===== src/hw/rtl/wsi_pkg.sv =====
// Package with types and constants shared by the waypoint setpoint interpolator.
package wsi_pkg;
    localparam int WSI_WAYPOINT_COUNT = 8;
    localparam logic [9:0] WSI_PERIOD_RESET = 10'd10;
    localparam logic signed [31:0] WSI_Q_HUNDRED = 32'sd6553600;
    localparam logic [15:0] WSI_INIT_TIME = 16'd10000;
    localparam logic OP_REQUEST = 1'b0;
    localparam logic OP_WRITE = 1'b1;
    localparam logic AXIS_PAN = 1'b0;
    localparam logic AXIS_TILT = 1'b1;

    typedef enum logic [7:0] {
        ST_IDLE  = 8'b0000_0001,
        ST_MUL   = 8'b0000_0010,
        ST_SCAN  = 8'b0000_0100,
        ST_TDIV  = 8'b0000_1000,
        ST_PDIV  = 8'b0001_0000,
        ST_SDIV  = 8'b0010_0000,
        ST_SDONE = 8'b0100_0000,
        ST_OUT   = 8'b1000_0000
    } t_state;

    function automatic logic signed [31:0] sat32(input logic signed [63:0] v);
        if (v > 64'sd2147483647) return 32'sh7FFF_FFFF;
        if (v < -64'sd2147483648) return 32'sh8000_0000;
        return v[31:0];
    endfunction
endpackage


===== src/hw/rtl/waypoint_setpoint_interpolator.sv =====
// Two-axis waypoint setpoint interpolator with a shared serial divider.
// An interpolating request passes through a multiply state; a segment end without scan
// answers from idle; a tilt request that starts new segments scans up to WAYPOINT_COUNT
// entries and, on a hit, runs three restoring divisions on one shared divider.
// Throughput: one transaction at a time; ready is low while a request is worked on.
// Reset (synchronous, active low) restores the default table and clears segments.
module waypoint_setpoint_interpolator #(
    parameter int WAYPOINT_COUNT = wsi_pkg::WSI_WAYPOINT_COUNT
) (
    input  logic                            i_clk,
    input  logic                            i_rst_n,
    input  logic                            i_cfg_we,
    input  logic [9:0]                      i_cfg_wdata,
    input  logic                            i_valid,
    output logic                            o_ready,
    input  logic                            i_opcode,
    input  logic                            i_axis,
    input  logic signed [31:0]              i_measured_pos,
    input  logic [2:0]                      i_wp_index,
    input  logic                            i_wp_active,
    input  logic signed [31:0]              i_wp_pan,
    input  logic signed [31:0]              i_wp_tilt,
    input  logic [15:0]                     i_wp_time_ms,
    output logic                            o_valid,
    input  logic                            i_ready,
    output logic signed [31:0]              o_setpoint,
    output logic                            o_no_active_waypoint
);
    import wsi_pkg::*;

    localparam int IW = (WAYPOINT_COUNT > 1) ? $clog2(WAYPOINT_COUNT) : 1;

    logic [WAYPOINT_COUNT-1:0] r_active;
    logic signed [31:0] r_pan  [WAYPOINT_COUNT];
    logic signed [31:0] r_tilt [WAYPOINT_COUNT];
    logic [15:0]        r_time [WAYPOINT_COUNT];
    logic [IW-1:0]      r_next;
    logic signed [31:0] r_start [2];
    logic signed [31:0] r_end   [2];
    logic [15:0]        r_tick  [2];
    logic [15:0]        r_total [2];
    logic signed [31:0] r_step  [2];
    logic [9:0]         r_period;

    t_state             r_state;
    logic               r_axis;
    logic signed [31:0] r_meas;
    logic signed [63:0] r_prod;
    logic [IW-1:0]      r_ptr;
    logic [IW:0]        r_cnt;
    logic [IW-1:0]      r_hit;
    // Shared restoring divider: remainder, quotient/dividend, divisor, bit count.
    logic [32:0]        r_rem;
    logic [32:0]        r_quo;
    logic [15:0]        r_dvs;
    logic [5:0]         r_bits;
    logic               r_neg;
    logic               r_ovalid;
    logic signed [31:0] r_osp;
    logic               r_onone;

    logic        in_acc;
    logic        w_ok;
    logic [IW-1:0] w_widx;
    logic [33:0] w_trial;
    logic [32:0] w_span_mag;
    logic signed [32:0] w_span;
    logic [IW-1:0] w_ptr_inc;
    logic signed [33:0] w_sq;
    logic signed [48:0] w_mul;

    assign in_acc = i_valid && o_ready;
    assign o_ready = (r_state == ST_IDLE) && !r_ovalid;
    assign o_valid = r_ovalid;
    assign o_setpoint = r_osp;
    assign o_no_active_waypoint = r_onone;
    assign w_ok = ({29'd0, i_wp_index} < 32'(WAYPOINT_COUNT));
    assign w_widx = IW'(i_wp_index);
    assign w_trial = {r_rem, r_quo[32]} - {18'd0, r_dvs};
    assign w_ptr_inc = (r_ptr == IW'(WAYPOINT_COUNT - 1)) ? '0 : r_ptr + 1'b1;
    assign w_sq = r_neg ? -$signed({1'b0, r_quo}) : $signed({1'b0, r_quo});
    assign w_mul = r_step[i_axis] * $signed({1'b0, r_tick[i_axis]});

    always_comb begin
        // Span of the segment being set up: pan while in ST_TDIV (loaded for ST_PDIV), tilt otherwise.
        if (r_state == ST_TDIV) begin
            w_span = 33'(r_pan[r_hit]) - 33'(r_start[0]);
        end else begin
            w_span = 33'(r_tilt[r_hit]) - 33'(r_meas);
        end
        w_span_mag = w_span[32] ? 33'(-w_span) : 33'(w_span);
    end

    always_ff @(posedge i_clk) begin
        if (!i_rst_n) begin
            r_state  <= ST_IDLE;
            r_ovalid <= 1'b0;
            r_period <= WSI_PERIOD_RESET;
            r_next   <= '0;
            for (int k = 0; k < WAYPOINT_COUNT; k++) begin
                r_active[k] <= (k < 2);
                r_pan[k]    <= (k == 1) ? WSI_Q_HUNDRED : '0;
                r_tilt[k]   <= (k == 1) ? WSI_Q_HUNDRED : '0;
                r_time[k]   <= (k < 2) ? WSI_INIT_TIME : '0;
            end
            for (int a = 0; a < 2; a++) begin
                r_start[a] <= '0;
                r_end[a]   <= '0;
                r_tick[a]  <= '0;
                r_total[a] <= '0;
                r_step[a]  <= '0;
            end
        end else begin
            if (i_cfg_we) r_period <= i_cfg_wdata;
            if (r_ovalid && i_ready) r_ovalid <= 1'b0;
            unique case (r_state)
                ST_IDLE: begin
                    if (in_acc) begin
                        r_axis <= i_axis;
                        r_meas <= i_measured_pos;
                        if (i_opcode == OP_WRITE) begin
                            if (w_ok) begin
                                r_active[w_widx] <= i_wp_active;
                                r_pan[w_widx]    <= i_wp_pan;
                                r_tilt[w_widx]   <= i_wp_tilt;
                                r_time[w_widx]   <= i_wp_time_ms;
                            end
                        end else if (r_tick[i_axis] < r_total[i_axis]) begin
                            r_prod  <= 64'(w_mul);
                            r_state <= ST_MUL;
                        end else if (i_axis == AXIS_PAN) begin
                            r_start[0] <= i_measured_pos;
                            r_osp      <= r_end[0];
                            r_onone    <= 1'b0;
                            r_ovalid   <= 1'b1;
                        end else begin
                            r_ptr   <= r_next;
                            r_cnt   <= '0;
                            r_state <= ST_SCAN;
                        end
                    end
                end
                ST_MUL: begin
                    r_osp   <= sat32(64'(r_start[r_axis]) + r_prod);
                    r_tick[r_axis] <= r_tick[r_axis] + 16'd1;
                    r_onone <= 1'b0;
                    r_ovalid <= 1'b1;
                    r_state <= ST_IDLE;
                end
                ST_SCAN: begin
                    if (r_cnt == (IW+1)'(WAYPOINT_COUNT)) begin
                        r_start[1] <= r_meas;
                        for (int a = 0; a < 2; a++) begin
                            r_tick[a] <= '0;
                            r_total[a] <= '0;
                            r_step[a] <= '0;
                        end
                        r_osp <= r_meas;
                        r_onone <= 1'b1;
                        r_ovalid <= 1'b1;
                        r_state <= ST_IDLE;
                    end else if (r_active[r_ptr]) begin
                        r_hit   <= r_ptr;
                        r_next  <= w_ptr_inc;
                        // Tick total = time / period, period zero read as one.
                        r_rem   <= '0;
                        r_quo   <= {r_time[r_ptr], 17'd0};
                        r_dvs   <= (r_period == '0) ? 16'd1 : {6'd0, r_period};
                        r_bits  <= 6'd16;
                        r_state <= ST_TDIV;
                    end else begin
                        r_ptr <= w_ptr_inc;
                        r_cnt <= r_cnt + 1'b1;
                    end
                end
                ST_TDIV, ST_PDIV, ST_SDIV: begin
                    if (r_bits != '0) begin
                        if (!w_trial[33]) r_rem <= w_trial[32:0];
                        else r_rem <= {r_rem[31:0], r_quo[32]};
                        r_quo  <= {r_quo[31:0], !w_trial[33]};
                        r_bits <= r_bits - 1'b1;
                    end else begin
                        r_state <= ST_SDONE;
                    end
                end
                default: begin
                    r_state <= ST_IDLE;
                end
            endcase
            // Hand-over between divisions (kept apart for readability).
            if (r_state == ST_TDIV && r_bits == '0) begin
                r_total[0] <= r_quo[15:0];
                r_total[1] <= r_quo[15:0];
                r_dvs  <= r_quo[15:0];
                r_rem  <= '0;
                r_quo  <= w_span_mag;
                r_neg  <= w_span[32];
                r_bits <= 6'd33;
                r_start[1] <= r_meas;
                r_end[0] <= r_pan[r_hit];
                r_end[1] <= r_tilt[r_hit];
                r_tick[0] <= '0;
                r_tick[1] <= '0;
                r_state <= ST_PDIV;
            end else if (r_state == ST_PDIV && r_bits == '0) begin
                r_step[0] <= (r_dvs == '0) ? '0 : sat32(64'(w_sq));
                r_rem  <= '0;
                r_quo  <= w_span_mag;
                r_neg  <= w_span[32];
                r_bits <= 6'd33;
                r_state <= ST_SDIV;
            end else if (r_state == ST_SDIV && r_bits == '0) begin
                r_step[1] <= (r_dvs == '0) ? '0 : sat32(64'(w_sq));
                r_osp <= r_start[1];
                r_onone <= 1'b0;
                r_ovalid <= 1'b1;
                r_state <= ST_IDLE;
            end
        end
    end

`ifndef SYNTHESIS
    a_busy_not_ready: assert property (@(posedge i_clk) disable iff (!i_rst_n)
        (r_state != ST_IDLE) |-> !o_ready) else $error("ready while busy");
    a_onehot: assert property (@(posedge i_clk) disable iff (!i_rst_n)
        $onehot(r_state)) else $error("state not one-hot");
    a_none_tilt: assert property (@(posedge i_clk) disable iff (!i_rst_n)
        (o_valid && o_no_active_waypoint) |-> (r_axis == AXIS_TILT))
        else $error("no-active flag on pan");
`endif
endmodule


===== config.mk =====
export PLATFORM = sky130hd
export DESIGN_NAME = waypoint_setpoint_interpolator
export DESIGN_NICKNAME = d
export VERILOG_FILES = /design/src/hw/rtl/wsi_pkg.sv /design/src/hw/rtl/waypoint_setpoint_interpolator.sv
export SDC_FILE = /design/constraint.sdc
export NUM_CORES = 2
export LEC_CHECK = 0
export ABC_AREA = 1
export BUFFER_PORTS_ARGS = -buffer_cell sky130_fd_sc_hd__buf_4
export CAP_MARGIN = 20
export CORE_MARGIN = 2
export CORE_UTILIZATION = 57
export CTS_BUF_LIST = sky130_fd_sc_hd__clkbuf_8
export CTS_CLUSTER_SIZE = 10
export DETAILED_ROUTE_END_ITERATION = 6
export PLACE_DENSITY_LB_ADDON = 0.2
export SLEW_MARGIN = 10
export SYNTH_ARGS = -nofsm -noshare
export SYNTH_HDL_FRONTEND = slang
export SYNTH_SLANG_ARGS = --single-unit

===== constraint.sdc =====
create_clock -name i_clk -period 7.9 [get_ports i_clk]
set_clock_uncertainty 0.1 [all_clocks]
set_input_delay 0.395 -clock i_clk [delete_from_list [all_inputs] [get_ports i_clk]]
set_output_delay 0.395 -clock i_clk [all_outputs]
set_load 0.005 [all_outputs]

==> impl_metrics.toml <==
[critical_path]
cp-end-kind = "register"
arrival_ns = 7.85
setup.worst_path.start_class = "register"
r2r_slack_ns = 0.61
rr_worst_depth = 23
critPathMaxFanout = 11
r2r-end = "r_prod[47]$_DFFE_PP_"
crit_start = "r_tick[0][10]$_SDFFCE_PN0P_"
reg2reg_from = "r_tick[0][10]$_SDFFCE_PN0P_"
critPathKind = "register to register"
required_ns = 8.46

[finish]
final_util = 0.638
layout_commonest_cell = "nor2_1"
drive_above_1_share = 0.0792
nets = 10300
layout_common_cells = "nor2_1, nand2_1, inv_1"
area_growth_pct = 11.0

[sta]
finalSetupViolCount = 0
holdWs_ns = 0.0873
fmax_mhz = 137
rsz0062_at_grt = "false"
tightest_slew_ns = 1.15
final_hold_viol_count = 0
slew_headroom = 0.234
setup_ws_ns = 0.610
drv_slew = 0
period_share = 0.923
tns_ns = 0
period_needed_ns = 7.29

[clock_tree]
clkSlewWorstSetupHoldPaths_ns = 0.07
insertion_delay_ns = 0.94
cts_resized = 0
clock-sinks = 1098
root_buffer = "clkbuf_8"
clockBufferDepth = 3
htree_levels = 4
cts_made_buffers = 180
cts_tree = "done"

[yosys]
ys_seq_area_frac = 0.420
syn_inst = 9079
synth.area.top_cells = "edfxtp_1, fa_1, nor2_1"
synth-edff-count = 1062
syn_avg_cell_area_um2 = 8.56
yosys.area.top_type = "edfxtp_1"
ys_types = 68
synthArstFlopShare = 0
synth_top_area_frac = 0.411
ys.flop_type = "edfxtp_1"
synth-warning-count = 0
synth_area_um2 = 77700
syn-num-nets = 9975
yosys_register_bits = 1098

[grt]
grt_overflow = 0
grtUsageTotal = 0.367
grt_pass1_wl_um = 386000
grt_max_degree = 147
antenna_found_initial = 9
grt_pass1_vias = 63600

[job]
drv_cap = 0

[power]
max-vdd-ir-drop_v = 0.000792
leakagePower_uw = 0.0393
p_per_area_nw_per_um2 = 365

[outcome]
status = "finished with violations"
violations = "design-rule violations"

[route]
first_iter_violations = 7577
viasPerCell = 5.80
routed_wl_um = 258000
dr.pass1.iters = 7
drc = 2
vias = 65600
final_antenna_net_count = 0
wl_per_cell_um = 22.8

[floorplanning]
pin_count = 168
placementRows = 135
floorplan.die_area_um2 = 139000
coreArea_um2 = 135000
die-width_um = 373
start_util = 0.574
dieHeight_um = 373

[placed_design]
numPortBuffers = 167
place.gp.congestion = 1.03
dp_hpwl_um = 187000
dp_worst_setup_slack_ns = 0.413

[worst_hold_path]
hold_end = "r_state[0]$_SDFFE_PN1P_"
min_path_type = "input port to register"
min_from = "i_opcode"
hold_path_depth = 7
==> how the worst max path moves through the flow <==
stage                                 to  slack (ns)  cells after the start
floorplan           r_prod[47]$_DFFE_PP_        0.66                     29
global placement    r_prod[47]$_DFFE_PP_        0.47                     25
detailed placement  r_prod[47]$_DFFE_PP_        0.41                     25
CTS                 r_prod[47]$_DFFE_PP_        0.71                     23
global route        r_prod[43]$_DFFE_PP_        0.39                     32
finish              r_prod[47]$_DFFE_PP_        0.61                     23
==> Yosys cell counts, drive strengths merged, types with 4 or more instances <==
cell	instances
nand4	68
a31oi	57
inv	1473
xnor2	58
o21ai	602
a22oi	6
clkbuf	315
or2	73
xor2	93
o22ai	130
fa	493
nor2	1756
and3	4
o21bai	19
o31ai	9
o211ai	9
nor3	52
nand3b	16
edfxtp	1062
o221ai	34
a32oi	17
a21o	9
nand3	334
dfxtp	36
nand2	1533
ha	270
clkinv	9
mux2	5
nor4	18
mux2i	29
a211oi	9
buf	45
o21a	17
a21oi	397
==> registers in the layout (all words and copies together) (netlist names), 16 cells and up, named ones only <==
register,cells
r_pan,256
r_tilt,256
r_time,128
r_start,64
r_step,64
r_prod,49
r_quo,33
r_rem,33
o_setpoint,32
r_end,32
r_meas,32
r_tick,32
r_dvs,16
r_total,16
==> power by group <==
| group | leakage [uW] | total, uW | internal (uW) | switching, uW |
|---|---|---|---|---|
| Sequential | 0.0111 | 7580 | 7410 | 175 |
| Clock | 0.00191 | 4730 | 2290 | 2440 |
| Combinational | 0.0263 | 19200 | 6630 | 12600 |
| Total | 0.0393 | 31500 | 16300 | 15200 |
==> kinds of logic (layout without fill, tap and decap cells) <==
| family | after synthesis | after routing | share of synthesized area |
|---|---|---|---|
| buffers and inverters | 1842 | 2282 | 0.0903 |
| AO/OA/AOI/OAI | 1328 | 1328 | 0.0946 |
| XOR/XNOR | 151 | 151 | 0.0170 |
| multiplexers | 34 | 34 | 0.00446 |
| flip-flops | 1098 | 1098 | 0.420 |
| other | 1 | 7 | 0.0000483 |
| adder cells (fa/ha/maj) | 763 | 763 | 0.171 |
| AND/OR/NAND/NOR | 3862 | 3862 | 0.203 |
==> worst max-delay path: stages, from the launching register on <==
cell      delay [ns]
edfxtp_1        0.45
o21ai_0         0.40
inv_1           0.37
buf_4           0.30
buf_4           0.17
nand2_1         0.13
fa_1            0.45
fa_1            0.49
fa_1            0.57
inv_1           0.05
fa_1            0.45
fa_1            0.49
inv_1           0.05
fa_1            0.71
inv_1           0.10
ha_1            0.46
nand2_1         0.14
nor2_1          0.12
inv_1           0.09
nor3_1          0.30
a21oi_1         0.17
or2_2           0.31
nand3_1         0.07
nand2_1         0.05
==> per-layer routing <==
layer / vias up / global-route usage / routed length [um]
met1: 31600 / 0.477 / 99100
met4: 6 / 0.179 / 13600
met5: - / 0 / 35
met3: 612 / 0.0600 / 23500
li1: 29900 / - / -
met2: 3445 / 0.602 / 122000
==> what timing repair did <==
item                                   4_1_cts  5_1_grt
endpoints found under the hold margin      754        0
hold buffers                               148        0
buffers inserted                             0        0
==> metrics by stage <==
step	power [uW]	instances	cell area, um^2
global route	33400	11300	86300
global placement	26400	10800	81300
detailed placement	26500	10800	81300
finish	31500	11300	86300
floorplan	19400	9079	77700
CTS	31300	11300	86200
==> layout make-up <==
class	instances	area, um^2
multi-input combinational	6139	38300
inverter	1482	5570
tap	1781	2230
fill	11400	49000
clock inverter	141	838
timing repair buffer	477	4190
clock buffer	182	2500
antenna	6	15.0
sequential	1098	32600
Power figures use the tool's default switching activity.
